<file path="src/sv/assert_macros.svh">
// Assertion macros shared by the conversion block RTL.
`ifndef ASSERT_MACROS_SVH
`define ASSERT_MACROS_SVH
`ifndef ASSERT_OFF
// Concurrent check on every rising clock edge, off while in reset.
`define ASSERT_CLK(lbl, clk, rst_n, prop) \
  lbl: assert property (@(posedge clk) disable iff (!rst_n) (prop)) \
    else $error("assertion failed: lbl");
// Next-cycle implication: when ante holds, cons holds in the following cycle.
`define ASSERT_NXT(lbl, clk, rst_n, ante, cons) \
  lbl: assert property (@(posedge clk) disable iff (!rst_n) (ante) |=> (cons)) \
    else $error("assertion failed: lbl");
`else
`define ASSERT_CLK(lbl, clk, rst_n, prop)
`define ASSERT_NXT(lbl, clk, rst_n, ante, cons)
`endif
`endif

</file>
<file path="src/sv/esc_pkg.sv">
// Types, constants, microcode ROM and helpers for the epoch-to-calendar block.
`timescale 1ns / 1ps
`default_nettype none
package esc_pkg;

  localparam int unsigned PC_W      = 4;
  localparam int unsigned IN_W      = 32;
  localparam int unsigned OUT_W     = 48;
  localparam int unsigned REM_W     = 17;
  localparam int unsigned DAYS_W    = 16;
  localparam int unsigned MUL_A_W   = 25;
  localparam int unsigned MUL_B_W   = 26;
  localparam int unsigned PROD_W    = MUL_A_W + MUL_B_W;

  localparam logic [REM_W-1:0] SECS_PER_DAY  = 17'd86400;
  localparam logic [REM_W-1:0] SECS_PER_HOUR = 17'd3600;
  localparam logic [REM_W-1:0] SECS_PER_MIN  = 17'd60;

  // Reciprocals after dropping the power-of-two factor of each divisor:
  // 86400 = 675 << 7, 3600 = 225 << 4, 60 = 15 << 2
  localparam logic [MUL_B_W-1:0] RECIP_DAY  = 26'd50903317;  // ceil(2^35 / 675)
  localparam logic [MUL_B_W-1:0] RECIP_HOUR = 26'd9321;      // ceil(2^21 / 225)
  localparam logic [MUL_B_W-1:0] RECIP_MIN  = 26'd1093;      // ceil(2^14 / 15)

  localparam logic [11:0] BASE_YEAR     = 12'd1970;
  localparam logic [1:0]  BASE_MOD4     = 2'd2;
  localparam logic [6:0]  BASE_MOD100   = 7'd70;
  localparam logic [8:0]  BASE_MOD400   = 9'd370;
  localparam logic [2:0]  BASE_WEEKDAY  = 3'd4;   // 1970-01-01 was a Thursday
  localparam logic [8:0]  DAYS_PLAIN    = 9'd365;
  localparam logic [8:0]  DAYS_LEAP     = 9'd366;
  localparam logic [3:0]  LAST_MONTH    = 4'd11;

  typedef enum logic [3:0] {
    OP_IDLE, OP_DIV, OP_SAVE_DAYS, OP_SAVE_HOUR, OP_SAVE_MIN,
    OP_YEAR, OP_MONTH, OP_NOP, OP_WRITE
  } op_t;

  typedef enum logic [1:0] {DS_DAY, DS_HOUR, DS_MIN} dsel_t;

  typedef enum logic [2:0] {
    C_NEVER, C_ALWAYS, C_NO_START, C_YEAR_MORE, C_MON_MORE, C_OUT_BUSY
  } cond_t;

  typedef struct packed {
    op_t   op;
    dsel_t dsel;
  } dp_ctrl_t;

  typedef struct packed {
    logic year_more;
    logic mon_more;
    logic out_busy;
  } dp_stat_t;

  typedef struct packed {
    dp_ctrl_t          ctrl;
    cond_t             cond;
    logic [PC_W-1:0]   target;
  } uword_t;

  localparam logic [PC_W-1:0] PC_IDLE     = 4'd0;
  localparam logic [PC_W-1:0] PC_DIV_DAY  = 4'd1;
  localparam logic [PC_W-1:0] PC_YEAR     = 4'd7;
  localparam logic [PC_W-1:0] PC_MONTH    = 4'd8;
  localparam logic [PC_W-1:0] PC_WAIT     = 4'd9;
  localparam logic [PC_W-1:0] PC_LAST     = 4'd10;

  // Microprogram: goto target when cond holds, else step to pc+1.
  function automatic uword_t ucode(input logic [PC_W-1:0] pc);
    uword_t w;
    case (pc)
      4'd0:    w = '{'{OP_IDLE,      DS_DAY},  C_NO_START,  PC_IDLE};
      4'd1:    w = '{'{OP_DIV,       DS_DAY},  C_NEVER,     PC_IDLE};
      4'd2:    w = '{'{OP_SAVE_DAYS, DS_DAY},  C_NEVER,     PC_IDLE};
      4'd3:    w = '{'{OP_DIV,       DS_HOUR}, C_NEVER,     PC_IDLE};
      4'd4:    w = '{'{OP_SAVE_HOUR, DS_HOUR}, C_NEVER,     PC_IDLE};
      4'd5:    w = '{'{OP_DIV,       DS_MIN},  C_NEVER,     PC_IDLE};
      4'd6:    w = '{'{OP_SAVE_MIN,  DS_MIN},  C_NEVER,     PC_IDLE};
      4'd7:    w = '{'{OP_YEAR,      DS_DAY},  C_YEAR_MORE, PC_YEAR};
      4'd8:    w = '{'{OP_MONTH,     DS_DAY},  C_MON_MORE,  PC_MONTH};
      4'd9:    w = '{'{OP_NOP,       DS_DAY},  C_OUT_BUSY,  PC_WAIT};
      4'd10:   w = '{'{OP_WRITE,     DS_DAY},  C_ALWAYS,    PC_IDLE};
      default: w = '{'{OP_NOP,       DS_DAY},  C_ALWAYS,    PC_IDLE};
    endcase
    return w;
  endfunction

  function automatic logic [REM_W-1:0] divisor(input dsel_t d);
    logic [REM_W-1:0] v;
    case (d)
      DS_DAY:  v = SECS_PER_DAY;
      DS_HOUR: v = SECS_PER_HOUR;
      DS_MIN:  v = SECS_PER_MIN;
      default: v = SECS_PER_DAY;
    endcase
    return v;
  endfunction

  function automatic logic [4:0] month_len(input logic [3:0] mon, input logic leap);
    logic [4:0] v;
    case (mon)
      4'd1:                      v = leap ? 5'd29 : 5'd28;
      4'd3, 4'd5, 4'd8, 4'd10:   v = 5'd30;
      default:                   v = 5'd31;
    endcase
    return v;
  endfunction

  function automatic logic [2:0] mod7(input logic [5:0] v);
    logic [5:0] x;
    x = v;
    for (int i = 0; i < 8; i++) begin
      if (x >= 6'd7) x = x - 6'd7;
    end
    return x[2:0];
  endfunction

endpackage
`default_nettype wire

</file>
<file path="src/sv/esc_seq.sv">
// Microcode sequencer: step counter, control ROM and jump logic.
`timescale 1ns / 1ps
`default_nettype none
`include "assert_macros.svh"
module esc_seq (
  input  wire logic              clk,
  input  wire logic              rst_n,
  input  wire logic              in_tvalid,
  input  wire esc_pkg::dp_stat_t stat,
  output esc_pkg::dp_ctrl_t      ctrl,
  output logic                   idle
);
  import esc_pkg::*;

  logic [PC_W-1:0] pc_r, pc_nxt;
  uword_t          uw;
  logic            take;

  always_comb begin
    uw = ucode(pc_r);
    case (uw.cond)
      C_NEVER:     take = 1'b0;
      C_ALWAYS:    take = 1'b1;
      C_NO_START:  take = !in_tvalid;
      C_YEAR_MORE: take = stat.year_more;
      C_MON_MORE:  take = stat.mon_more;
      C_OUT_BUSY:  take = stat.out_busy;
      default:     take = 1'b0;
    endcase
    pc_nxt = take ? uw.target : pc_r + 1'b1;
  end

  assign ctrl = uw.ctrl;
  assign idle = (uw.ctrl.op == OP_IDLE);

  always_ff @(posedge clk) begin
    if (!rst_n) begin
      pc_r <= PC_IDLE;
    end else begin
      pc_r <= pc_nxt;
    end
  end

  `ASSERT_NXT(a_start_div, clk, rst_n, idle && in_tvalid, pc_r == PC_DIV_DAY)
  `ASSERT_CLK(a_pc_range, clk, rst_n, pc_r <= PC_LAST)
  `ASSERT_NXT(a_write_return, clk, rst_n, pc_r == PC_LAST, pc_r == PC_IDLE)

endmodule
`default_nettype wire

</file>
<file path="src/sv/esc_dp.sv">
// Datapath: reciprocal-multiply division, year/month walk, weekday and output register.
`timescale 1ns / 1ps
`default_nettype none
`include "assert_macros.svh"
module esc_dp (
  input  wire logic                      clk,
  input  wire logic                      rst_n,
  input  wire esc_pkg::dp_ctrl_t         ctrl,
  output esc_pkg::dp_stat_t              stat,
  input  wire logic                      in_tvalid,
  input  wire logic [esc_pkg::IN_W-1:0]  in_tdata,
  output logic                           out_tvalid,
  input  wire logic                      out_tready,
  output logic [esc_pkg::OUT_W-1:0]      out_tdata
);
  import esc_pkg::*;

  logic [IN_W-1:0]   num_r, num_nxt;     // current dividend
  logic [DAYS_W-1:0] q_r, q_nxt;         // current quotient
  logic [DAYS_W-1:0] days_r, days_nxt;
  logic [4:0]        hour_r, hour_nxt;
  logic [5:0]        min_r, min_nxt;
  logic [5:0]        sec_r, sec_nxt;
  logic [11:0]       year_r, year_nxt;
  logic [1:0]        m4_r, m4_nxt;
  logic [6:0]        m100_r, m100_nxt;
  logic [8:0]        m400_r, m400_nxt;
  logic [3:0]        mon_r, mon_nxt;
  logic [2:0]        wd_r, wd_nxt;
  logic              ov_r, ov_nxt;
  logic [OUT_W-1:0]  od_r, od_nxt;

  logic [MUL_A_W-1:0] mul_a;
  logic [MUL_B_W-1:0] mul_b;
  logic [PROD_W-1:0]  prod;
  logic [DAYS_W-1:0]  quo;
  logic [IN_W-1:0]    rem;
  logic              leap;
  logic [8:0]        ylen;
  logic [4:0]        mlen;
  logic              year_ge, mon_ge;
  logic [4:0]        dom;

  always_comb begin
    // floor(n / (k << s)) = ((n >> s) * ceil(2^p / k)) >> p over the dividend range
    case (ctrl.dsel)
      DS_HOUR: begin
        mul_a = {12'd0, num_r[16:4]};
        mul_b = RECIP_HOUR;
      end
      DS_MIN: begin
        mul_a = {15'd0, num_r[11:2]};
        mul_b = RECIP_MIN;
      end
      default: begin
        mul_a = num_r[31:7];
        mul_b = RECIP_DAY;
      end
    endcase
    prod = {26'd0, mul_a} * {25'd0, mul_b};
    case (ctrl.dsel)
      DS_HOUR: quo = {10'd0, prod[26:21]};
      DS_MIN:  quo = {9'd0, prod[20:14]};
      default: quo = prod[50:35];
    endcase
    rem     = num_r - ({16'd0, q_r} * {15'd0, divisor(ctrl.dsel)});

    leap    = ((m4_r == 2'd0) && (m100_r != 7'd0)) || (m400_r == 9'd0);
    ylen    = leap ? DAYS_LEAP : DAYS_PLAIN;
    mlen    = month_len(mon_r, leap);
    year_ge = (days_r >= {7'd0, ylen});
    mon_ge  = (mon_r != LAST_MONTH) && (days_r >= {11'd0, mlen});
    dom     = days_r[4:0] + 5'd1;

    num_nxt  = num_r;  q_nxt    = q_r;
    days_nxt = days_r; hour_nxt = hour_r; min_nxt  = min_r;  sec_nxt = sec_r;
    year_nxt = year_r; m4_nxt   = m4_r;   m100_nxt = m100_r; m400_nxt = m400_r;
    mon_nxt  = mon_r;  wd_nxt   = wd_r;   od_nxt   = od_r;
    ov_nxt   = ov_r && !out_tready;

    case (ctrl.op)
      OP_IDLE: begin
        if (in_tvalid) begin
          num_nxt = in_tdata;
        end
      end
      OP_DIV: begin
        q_nxt = quo;
      end
      OP_SAVE_DAYS: begin
        days_nxt = q_r;
        num_nxt  = rem;
      end
      OP_SAVE_HOUR: begin
        hour_nxt = q_r[4:0];
        num_nxt  = rem;
      end
      OP_SAVE_MIN: begin
        min_nxt  = q_r[5:0];
        sec_nxt  = rem[5:0];
        year_nxt = BASE_YEAR;
        m4_nxt   = BASE_MOD4;
        m100_nxt = BASE_MOD100;
        m400_nxt = BASE_MOD400;
        mon_nxt  = '0;
        wd_nxt   = BASE_WEEKDAY;
      end
      OP_YEAR: begin
        if (year_ge) begin
          days_nxt = days_r - {7'd0, ylen};
          year_nxt = year_r + 12'd1;
          m4_nxt   = m4_r + 2'd1;
          m100_nxt = (m100_r == 7'd99) ? 7'd0 : m100_r + 7'd1;
          m400_nxt = (m400_r == 9'd399) ? 9'd0 : m400_r + 9'd1;
          wd_nxt   = mod7({3'd0, wd_r} + (leap ? 6'd2 : 6'd1));
        end
      end
      OP_MONTH: begin
        if (mon_ge) begin
          days_nxt = days_r - {11'd0, mlen};
          mon_nxt  = mon_r + 4'd1;
          wd_nxt   = mod7({3'd0, wd_r} + {1'b0, mlen});
        end
      end
      OP_WRITE: begin
        od_nxt = {7'd0, mod7({3'd0, wd_r} + {1'b0, days_r[4:0]}), sec_r, min_r,
                  hour_r, dom, mon_r + 4'd1, year_r};
        ov_nxt = 1'b1;
      end
      OP_NOP: begin
      end
      default: begin
      end
    endcase
  end

  assign stat = '{year_ge, mon_ge, ov_r && !out_tready};

  assign out_tvalid = ov_r;
  assign out_tdata  = od_r;

  always_ff @(posedge clk) begin
    if (!rst_n) begin
      ov_r <= 1'b0;
    end else begin
      ov_r <= ov_nxt;
    end
    num_r  <= num_nxt;  q_r    <= q_nxt;
    days_r <= days_nxt; hour_r <= hour_nxt; min_r  <= min_nxt;  sec_r <= sec_nxt;
    year_r <= year_nxt; m4_r   <= m4_nxt;   m100_r <= m100_nxt; m400_r <= m400_nxt;
    mon_r  <= mon_nxt;  wd_r   <= wd_nxt;   od_r   <= od_nxt;
  end

  `ASSERT_CLK(a_write_empty, clk, rst_n, !(ctrl.op == OP_WRITE) || !ov_r)
  `ASSERT_CLK(a_month_days, clk, rst_n, !(ctrl.op == OP_MONTH) || (days_r < 16'd366))
  `ASSERT_NXT(a_year_stop, clk, rst_n, (ctrl.op == OP_YEAR) && !year_ge,
              ctrl.op == OP_MONTH)

endmodule
`default_nettype wire

</file>
<file path="src/sv/epoch_seconds_to_calendar.sv">
// Epoch seconds to Gregorian date/time; the year/month walk steps once per year
// past 1970 and once per month past January of the final year.
// One word at a time: a new word is accepted only while the sequencer is idle.
// The work is reciprocal-multiply division and the year/month walk.
// A finished result waits in the output register while the next word is accepted;
// the next result holds in the sequencer until it leaves. Sync active-low reset idles all.
`timescale 1ns / 1ps
`default_nettype none
module epoch_seconds_to_calendar (
  input  wire logic        clk,
  input  wire logic        rst_n,
  input  wire logic        in_tvalid,
  output logic             in_tready,
  input  wire logic [31:0] in_tdata,   // [31:0] epoch_seconds
  output logic             out_tvalid,
  input  wire logic        out_tready,
  output logic [47:0]      out_tdata   // year[11:0] month[15:12] day_of_month[20:16]
                                       // hour[25:21] minute[31:26] second[37:32]
                                       // weekday[40:38], zero pad above
);
  import esc_pkg::*;

  dp_ctrl_t ctrl;
  dp_stat_t stat;
  logic     idle;

  esc_seq u_seq (
    .clk       (clk),
    .rst_n     (rst_n),
    .in_tvalid (in_tvalid),
    .stat      (stat),
    .ctrl      (ctrl),
    .idle      (idle)
  );

  esc_dp u_dp (
    .clk        (clk),
    .rst_n      (rst_n),
    .ctrl       (ctrl),
    .stat       (stat),
    .in_tvalid  (in_tvalid),
    .in_tdata   (in_tdata),
    .out_tvalid (out_tvalid),
    .out_tready (out_tready),
    .out_tdata  (out_tdata)
  );

  assign in_tready = idle;

endmodule
`default_nettype wire

</file>
<file path="config.mk">
export PLATFORM = sky130hd
export DESIGN_NAME = epoch_seconds_to_calendar
export DESIGN_NICKNAME = d
export VERILOG_FILES = /design/src/sv/esc_pkg.sv /design/src/sv/esc_seq.sv /design/src/sv/esc_dp.sv /design/src/sv/epoch_seconds_to_calendar.sv
export VERILOG_INCLUDE_DIRS = /design/src /design/src/sv
export SDC_FILE = /design/constraint.sdc
export NUM_CORES = 2
export LEC_CHECK = 0
export BUFFER_PORTS_ARGS = -buffer_cell sky130_fd_sc_hd__buf_2
export CAP_MARGIN = 20
export CORE_MARGIN = 3
export CORE_UTILIZATION = 65
export CTS_BUF_LIST = sky130_fd_sc_hd__clkbuf_8
export DETAILED_ROUTE_END_ITERATION = 6
export HOLD_SLACK_MARGIN = 0.02
export PLACE_DENSITY = 0.9
export SLEW_MARGIN = 10
export SYNTH_ARGS = -nofsm -noshare
export SYNTH_HDL_FRONTEND = slang
export SYNTH_HIERARCHICAL = 1
export SYNTH_SLANG_ARGS = --single-unit
export TNS_END_PERCENT = 100
</file>
<file path="constraint.sdc">
create_clock -name clk -period 18.3 [get_ports clk]
set_input_delay 0.915 -clock clk [delete_from_list [all_inputs] [get_ports clk]]
set_output_delay 0.915 -clock clk [all_outputs]
set_load 0.01 [all_outputs]
</file>
# Word level (Yosys, flattened, before mapping)
# Memories as Yosys holds them, arrays and structs flattened. A register that Yosys moved wholly into a read port is not among the register bits.
# Cells that the tools add are included.
# classes
n_addsub	37
mul	2
div	0
magnitude_cmp	26
n_eq_ne	25
shift	0
n_mux	91
n_bitwise	0
reduce_logical	22
# ops
op	count
2-to-1 mux 6 bit	56
greater-or-equal comparator 6 x 3 -> 1 bit, second input constant	24
subtractor 6 x 3 -> 6 bit, second input constant	21
one-hot mux 32 bit (2 select lines)	1
one-hot mux 26 bit (2 select lines)	1
multiplier 25 x 26 -> 51 bit	1
one-hot mux 25 bit (2 select lines)	1
one-hot mux 16 bit (3 select lines)	1
one-hot mux 17 bit (2 select lines)	1
multiplier 16 x 17 -> 32 bit	1
2-to-1 mux 16 bit	2
2-to-1 mux 32 bit	1
one-hot mux 16 bit (2 select lines)	1
subtractor 32 bit	1
one-hot mux 12 bit (2 select lines)	1
2-to-1 mux 9 bit	2
one-hot mux 9 bit (2 select lines)	1
== test 4 x 3 -> 1 bit, second input constant	4
greater-or-equal comparator 16 x 5 -> 1 bit	1
greater-or-equal comparator 16 x 9 -> 1 bit	1
subtractor 16 x 5 -> 16 bit	1
subtractor 16 x 9 -> 16 bit	1
2-to-1 mux 3 bit	5
2-to-1 mux 7 bit	2
other kinds (45)	71
# totals
regBits	164
latchBits	0
ramBits	0
rom_bits	208
in_bits	36
output_inout_bits	50
elab_cells	219
n_memories	1
# memory_table
memory	depth	width	read_ports	rd_clocked_by_memory_dff	wr	line_no	text
(name not given)	16	13	1	1	0	esc_pkg.sv:72	case (pc)

# Depth between registers and ports, before layout
# depth
depth_word	38
depth_mapped	50
depth_no_buf	47

# Modules after synthesis
# Netlist, hierarchy kept.
# modules_own_cells
mod	instances	cells_per_inst	area_each_um2	seq_area_each_um2
esc_dp	1	3275	31152.4	4794.6
esc_seq	1	79	769.5	300.3

# Worst setup path after synthesis
# Ideal clock, no wire load.
# synth_timing
kind	reg-to-reg
start	register u_dp.days_r[0]
end	register u_dp.od_r[39], in the netlist u_dp/out_tdata[39] (data pin)
setup_time_ns	0.260
arrival_ns	9.233
required_ns	18.040
setup_slack_ns	8.807
stages_incl_launch_ff	45
path_buffers	1
period_less_slack_ns	9.493
cell_sequence	edfxtp_1 > ha_1 > fa_1 > ha_1 > mux2i_1 > o211ai_4 > a21oi_2 > xnor2_1 > ha_1 > o311a_4 > nor3_2 > xnor2_1 > ha_1 > clkbuf_1 > inv_1 > a2111o_1 > nand3_1 > nor2_1 > [9 not listed] > nor2_1 > a221o_1 > nor3_2 > nand2_1 > xnor2_1 > inv_1 > ha_1 > inv_1 > a2111o_1 > nand2b_1 > mux2_2 > ha_1 > nand2_1 > and2_4 > mux2_4 > ha_1 > a21o_1 > mux2_2
# synth_via
elab_chain_cells	24
word_cells_on_any_way	32
cone_classes	9 x add/sub; 8 x order compare; 15 x mux
# synth_lines
item	line_no	text
from (decl)	esc_dp.sv:20	logic [DAYS_W-1:0] days_r, days_nxt;
from (signal assigned)	esc_dp.sv:149	days_r <= days_nxt; hour_r <= hour_nxt; min_r <= min_nxt; sec_r <= sec_nxt;
adder 3 x 5 -> 6 bit *	esc_dp.sv:126	od_nxt = {7'd0, mod7({3'd0, wd_r} + {1'b0, days_r[4:0]}), sec_r, min_r,
subtractor 6 x 3 -> 6 bit / greater-or-equal comparator 6 x 3 -> 1 bit (equally long branches)	esc_pkg.sv:114	if (x >= 6'd7) x = x - 6'd7;
2-to-1 mux 6 bit *	esc_pkg.sv:114	
2-to-1 mux 6 bit *	esc_dp.sv:81	case (ctrl.op)
subtractor 6 x 3 -> 6 bit / greater-or-equal comparator 6 x 3 -> 1 bit (equally long branches)	esc_pkg.sv:114	
2-to-1 mux 6 bit *	esc_pkg.sv:114	
2-to-1 mux 6 bit *	esc_dp.sv:81	
subtractor 6 x 3 -> 6 bit / greater-or-equal comparator 6 x 3 -> 1 bit (equally long branches)	esc_pkg.sv:114	
[8 not listed]	--	
subtractor 6 x 3 -> 6 bit / greater-or-equal comparator 6 x 3 -> 1 bit (equally long branches)	esc_pkg.sv:114	
2-to-1 mux 6 bit *	esc_pkg.sv:114	
2-to-1 mux 6 bit *	esc_dp.sv:81	
subtractor 6 x 3 -> 6 bit / greater-or-equal comparator 6 x 3 -> 1 bit (equally long branches)	esc_pkg.sv:114	
2-to-1 mux 6 bit *	esc_pkg.sv:114	
2-to-1 mux 6 bit *	esc_dp.sv:81	
greater-or-equal comparator 6 x 3 -> 1 bit / subtractor 3 bit (equally long branches)	esc_pkg.sv:114	
2-to-1 mux 3 bit *	esc_pkg.sv:114	
to (signal assigned)	esc_dp.sv:151	mon_r <= mon_nxt; wd_r <= wd_nxt; od_r <= od_nxt;
to (decl)	esc_dp.sv:31	logic [OUT_W-1:0] od_r, od_nxt;
# Mark *: on every way between the ends. The rest lies on a longest branch, timed or not. The select of a mux whose other input is x is not followed.
# A chain may end at the register's enable or synchronous reset.

# Worst setup path in the final report
# layout_timing
start	register u_dp.m100_r[2]
end	register u_dp.wd_r[1] (data pin)
# layout_via
elab_chain_cells	38
word_cells_on_any_way	87
cone_classes	18 x add/sub; 16 x order compare; 50 x mux; 3 x reduce/logical
# layout_lines
item	line_no	text
from (decl)	esc_dp.sv:26	logic [6:0] m100_r, m100_nxt;
from (signal assigned)	esc_dp.sv:150	year_r <= year_nxt; m4_r <= m4_nxt; m100_r <= m100_nxt; m400_r <= m400_nxt;
nonzero test 7 bit *	esc_dp.sv:68	leap = ((m4_r == 2'd0) && (m100_r != 7'd0)) || (m400_r == 9'd0);
logical AND 1 bit *	esc_dp.sv:68	
logical OR 1 bit *	esc_dp.sv:68	
2-to-1 mux 1 bit	esc_pkg.sv:103	4'd1: v = leap ? 5'd29 : 5'd28;
one-hot mux 5 bit (2 select lines)	esc_pkg.sv:102	case (mon)
adder 3 x 5 -> 6 bit	esc_dp.sv:122	wd_nxt = mod7({3'd0, wd_r} + {1'b0, mlen});
subtractor 6 x 3 -> 6 bit / greater-or-equal comparator 6 x 3 -> 1 bit (equally long branches)	esc_pkg.sv:114	
2-to-1 mux 6 bit	esc_pkg.sv:114	
[22 not listed]	--	
subtractor 6 x 3 -> 6 bit / greater-or-equal comparator 6 x 3 -> 1 bit (equally long branches)	esc_pkg.sv:114	
2-to-1 mux 6 bit	esc_pkg.sv:114	
2-to-1 mux 6 bit	esc_dp.sv:119	if (mon_ge) begin
2-to-1 mux 6 bit	esc_dp.sv:81	
greater-or-equal comparator 6 x 3 -> 1 bit / subtractor 3 bit (equally long branches)	esc_pkg.sv:114	
2-to-1 mux 3 bit	esc_pkg.sv:114	
2-to-1 mux 3 bit	esc_dp.sv:119	
one-hot mux 3 bit (3 select lines) *	esc_dp.sv:81	
to (signal assigned)	esc_dp.sv:151	
to (decl)	esc_dp.sv:29	logic [2:0] wd_r, wd_nxt;
# Marked as above.

==> flow_summary.json <==
{
  "status": "completed",
  "first_pass_iters": 6,
  "post_drt_wl_per_cell_um": 18.6,
  "drv_cap": 0,
  "root_buffer": "clkbuf_8",
  "crit_arrival_ps": 11580,
  "core-area_sq_um": 48100,
  "grt_pass1_wl_um": 127000,
  "fmax_mhz": 88.1,
  "synth_area_sq_um": 31900,
  "relSlewSlack_pct": 26.2,
  "cts_buffers": 17,
  "holdPathEnd": "u_dp/out_tdata[30]",
  "port_buffers": 78,
  "cp_top_family": "adder cells",
  "synth_seq_area_share_pct": 16.0,
  "slowest_stage": "fa_1",
  "drtAntennaViolNets": 0,
  "die_area_sq_um": 51800,
  "finalWeightedCongestion": 0.983,
  "worst-path-max-fanout": 15,
  "dp.final_hpwl_um": 62700,
  "die_y_um": 228,
  "regToRegStartpoint": "u_dp/m100_r[2]",
  "setup_violations": 0,
  "clkLatencyLatePin_ps": 530,
  "grt_setup_unrepaired": "false",
  "grt_pass1_vias": 25971,
  "grt_max_degree": 75,
  "min-delay-start": "u_dp/min_r[4]",
  "clock_sinks": 175,
  "path_clk_slew_ps": 130,
  "synth_seq_cells": 175,
  "row_count": 80,
  "drc": 0,
  "antenna_found_initial": 2,
  "worst_pin_slew_ps": 1100,
  "cp.required_ps": 18530,
  "synth_cells": 3354,
  "reg2reg_depth": 43,
  "cpMostUsedCell": "ha_1",
  "post_cts_buffers": 0,
  "drtIter0Drc": 2044,
  "synth.avg_cell_area_sq_um": 9.52,
  "syn2layout_area_growth_pct": 4.69,
  "start_util_pct": 66.3,
  "final_nets": 4369,
  "dr_total_vias": 24453,
  "async_flop_share_pct": 0,
  "crit_path_end_kind": "register",
  "overflow": 0,
  "ys.flop_type": "edfxtp_1",
  "yosys_warnings": 6,
  "holdPathStages": 0,
  "cts_hold_buffers": 0,
  "finalSetupTns_ps": 0,
  "final_max_slew_viol_count": 0,
  "crit_buf_inv": 6,
  "final_common_cell": "inv_1",
  "viasPerCell": 5.99,
  "criticalPathCategory": "register to register",
  "crit_path_start_kind": "register",
  "h-tree-depth": 4,
  "wl_um": 76100,
  "r2r_slack_ps": 6950,
  "worstReg2RegEnd": "u_dp/wd_r[1]",
  "cts_tree": "done",
  "critPathMaxStageDelay_ps": 580,
  "cts.repair.resized": 0,
  "io_pins": 86,
  "synthDistinctLibCells": 103,
  "finalHoldViolCount": 0,
  "cts_buffer_depth": 2,
  "fp.dieW_um": 228,
  "fin_crit_sh_pct": 62.0,
  "worst_hold_path_type": "register to register",
  "most-common-layout-cells": "733 x inv_1, 485 x ha_1, 434 x fa_1",
  "drive_gt1_share_pct": 6.28,
  "fin_crit_ps": 11350,
  "synth-edff-count": 159,
  "fin_skew_ps": 26.2,
  "grtUsageTotal_pct": 30.7
}
logic make-up (layout without fill, tap and decap cells):
logic type / count (synthesis) / count (layout) / share of synthesized area (%)
XOR/XNOR: 118 / 118 / 3.26
flip-flops: 175 / 175 / 16.0
adder cells (fa/ha/maj): 921 / 921 / 46.3
AO/OA/AOI/OAI: 508 / 508 / 11.2
other: 2 / 38 / 0.0235
AND/OR/NAND/NOR: 765 / 765 / 11.9
multiplexers: 46 / 46 / 1.59
buffers and inverters: 819 / 856 / 9.82
metal layers:
metal,vias to the layer above,GRT usage (%),wire length [um]
met5,-,0,0
met4,0,14.1,3650
met3,263,4.96,5360
met2,1057,53.1,38100
met1,11936,38.1,29000
li1,11197,-,-
how the worst max path moves through the flow:
stage                         startpoint                  to  depth (start not counted)
after global placement    u_dp/m100_r[2]        u_dp/wd_r[1]                         43
after floorplan           u_dp/days_r[0]  u_dp/out_tdata[39]                         44
after global routing      u_dp/m100_r[2]        u_dp/wd_r[1]                         43
final                     u_dp/m100_r[2]        u_dp/wd_r[1]                         43
after CTS                 u_dp/m100_r[2]        u_dp/wd_r[1]                         43
after detailed placement  u_dp/m100_r[2]        u_dp/wd_r[1]                         43
final cells by class:
class                   count  area, sq um
diodes                      2         5.00
repair buffers             89          473
clock inverters            15          173
fillers                  3335        14700
multi-input cells        2394        23900
clock buffers              17          234
well taps                 656          821
flip-flops and latches    175         5090
inverters                 735         2760
through the flow:
step                      area [sq um]  hold slack (ps)  setup WS, ps  std cells  util, %
after floorplan                  32000              400          8810       3388        -
after global placement           33000              401          7500       4049     68.6
after detailed placement         33000              405          7100       4049     68.6
after CTS                        33400              430          7110       4081     69.4
after global routing             33400              435          6030       4083     69.4
final                            33400              429          6950       4083     69.4
flip-flops by register name, summed over array words and instances, names as in the netlist, 7 cells and up:
register,count
u_dp/year_r,12
u_seq/uw,11
u_dp/m400_r,9
u_dp/q_r,16
u_dp/out_tdata,41
u_dp/m100_r,7
u_dp/days_r,16
u_dp/num_r,32
cell usage after synthesis, types with 31 or more instances:
cell      count  area share (%)
a21oi_1     115             1.8
and2_1       64             1.3
clkbuf_1     60            0.71
edfxtp_1    159              15
fa_1        434              27
ha_1        487              19
inv_1       732             8.6
nand2_1     221             2.6
nand2b_1     31            0.61
nand3_1      73             1.1
nor2_1      155             1.8
nor2b_1      32            0.63
nor3_1       49            0.77
o21ai_0      95             1.5
xnor2_1      66             1.8
xor2_1       51             1.4
Power is left out: the tool's default activity adds up to more than one toggle a clock period on the data nets, which glitch-free logic cannot reach.
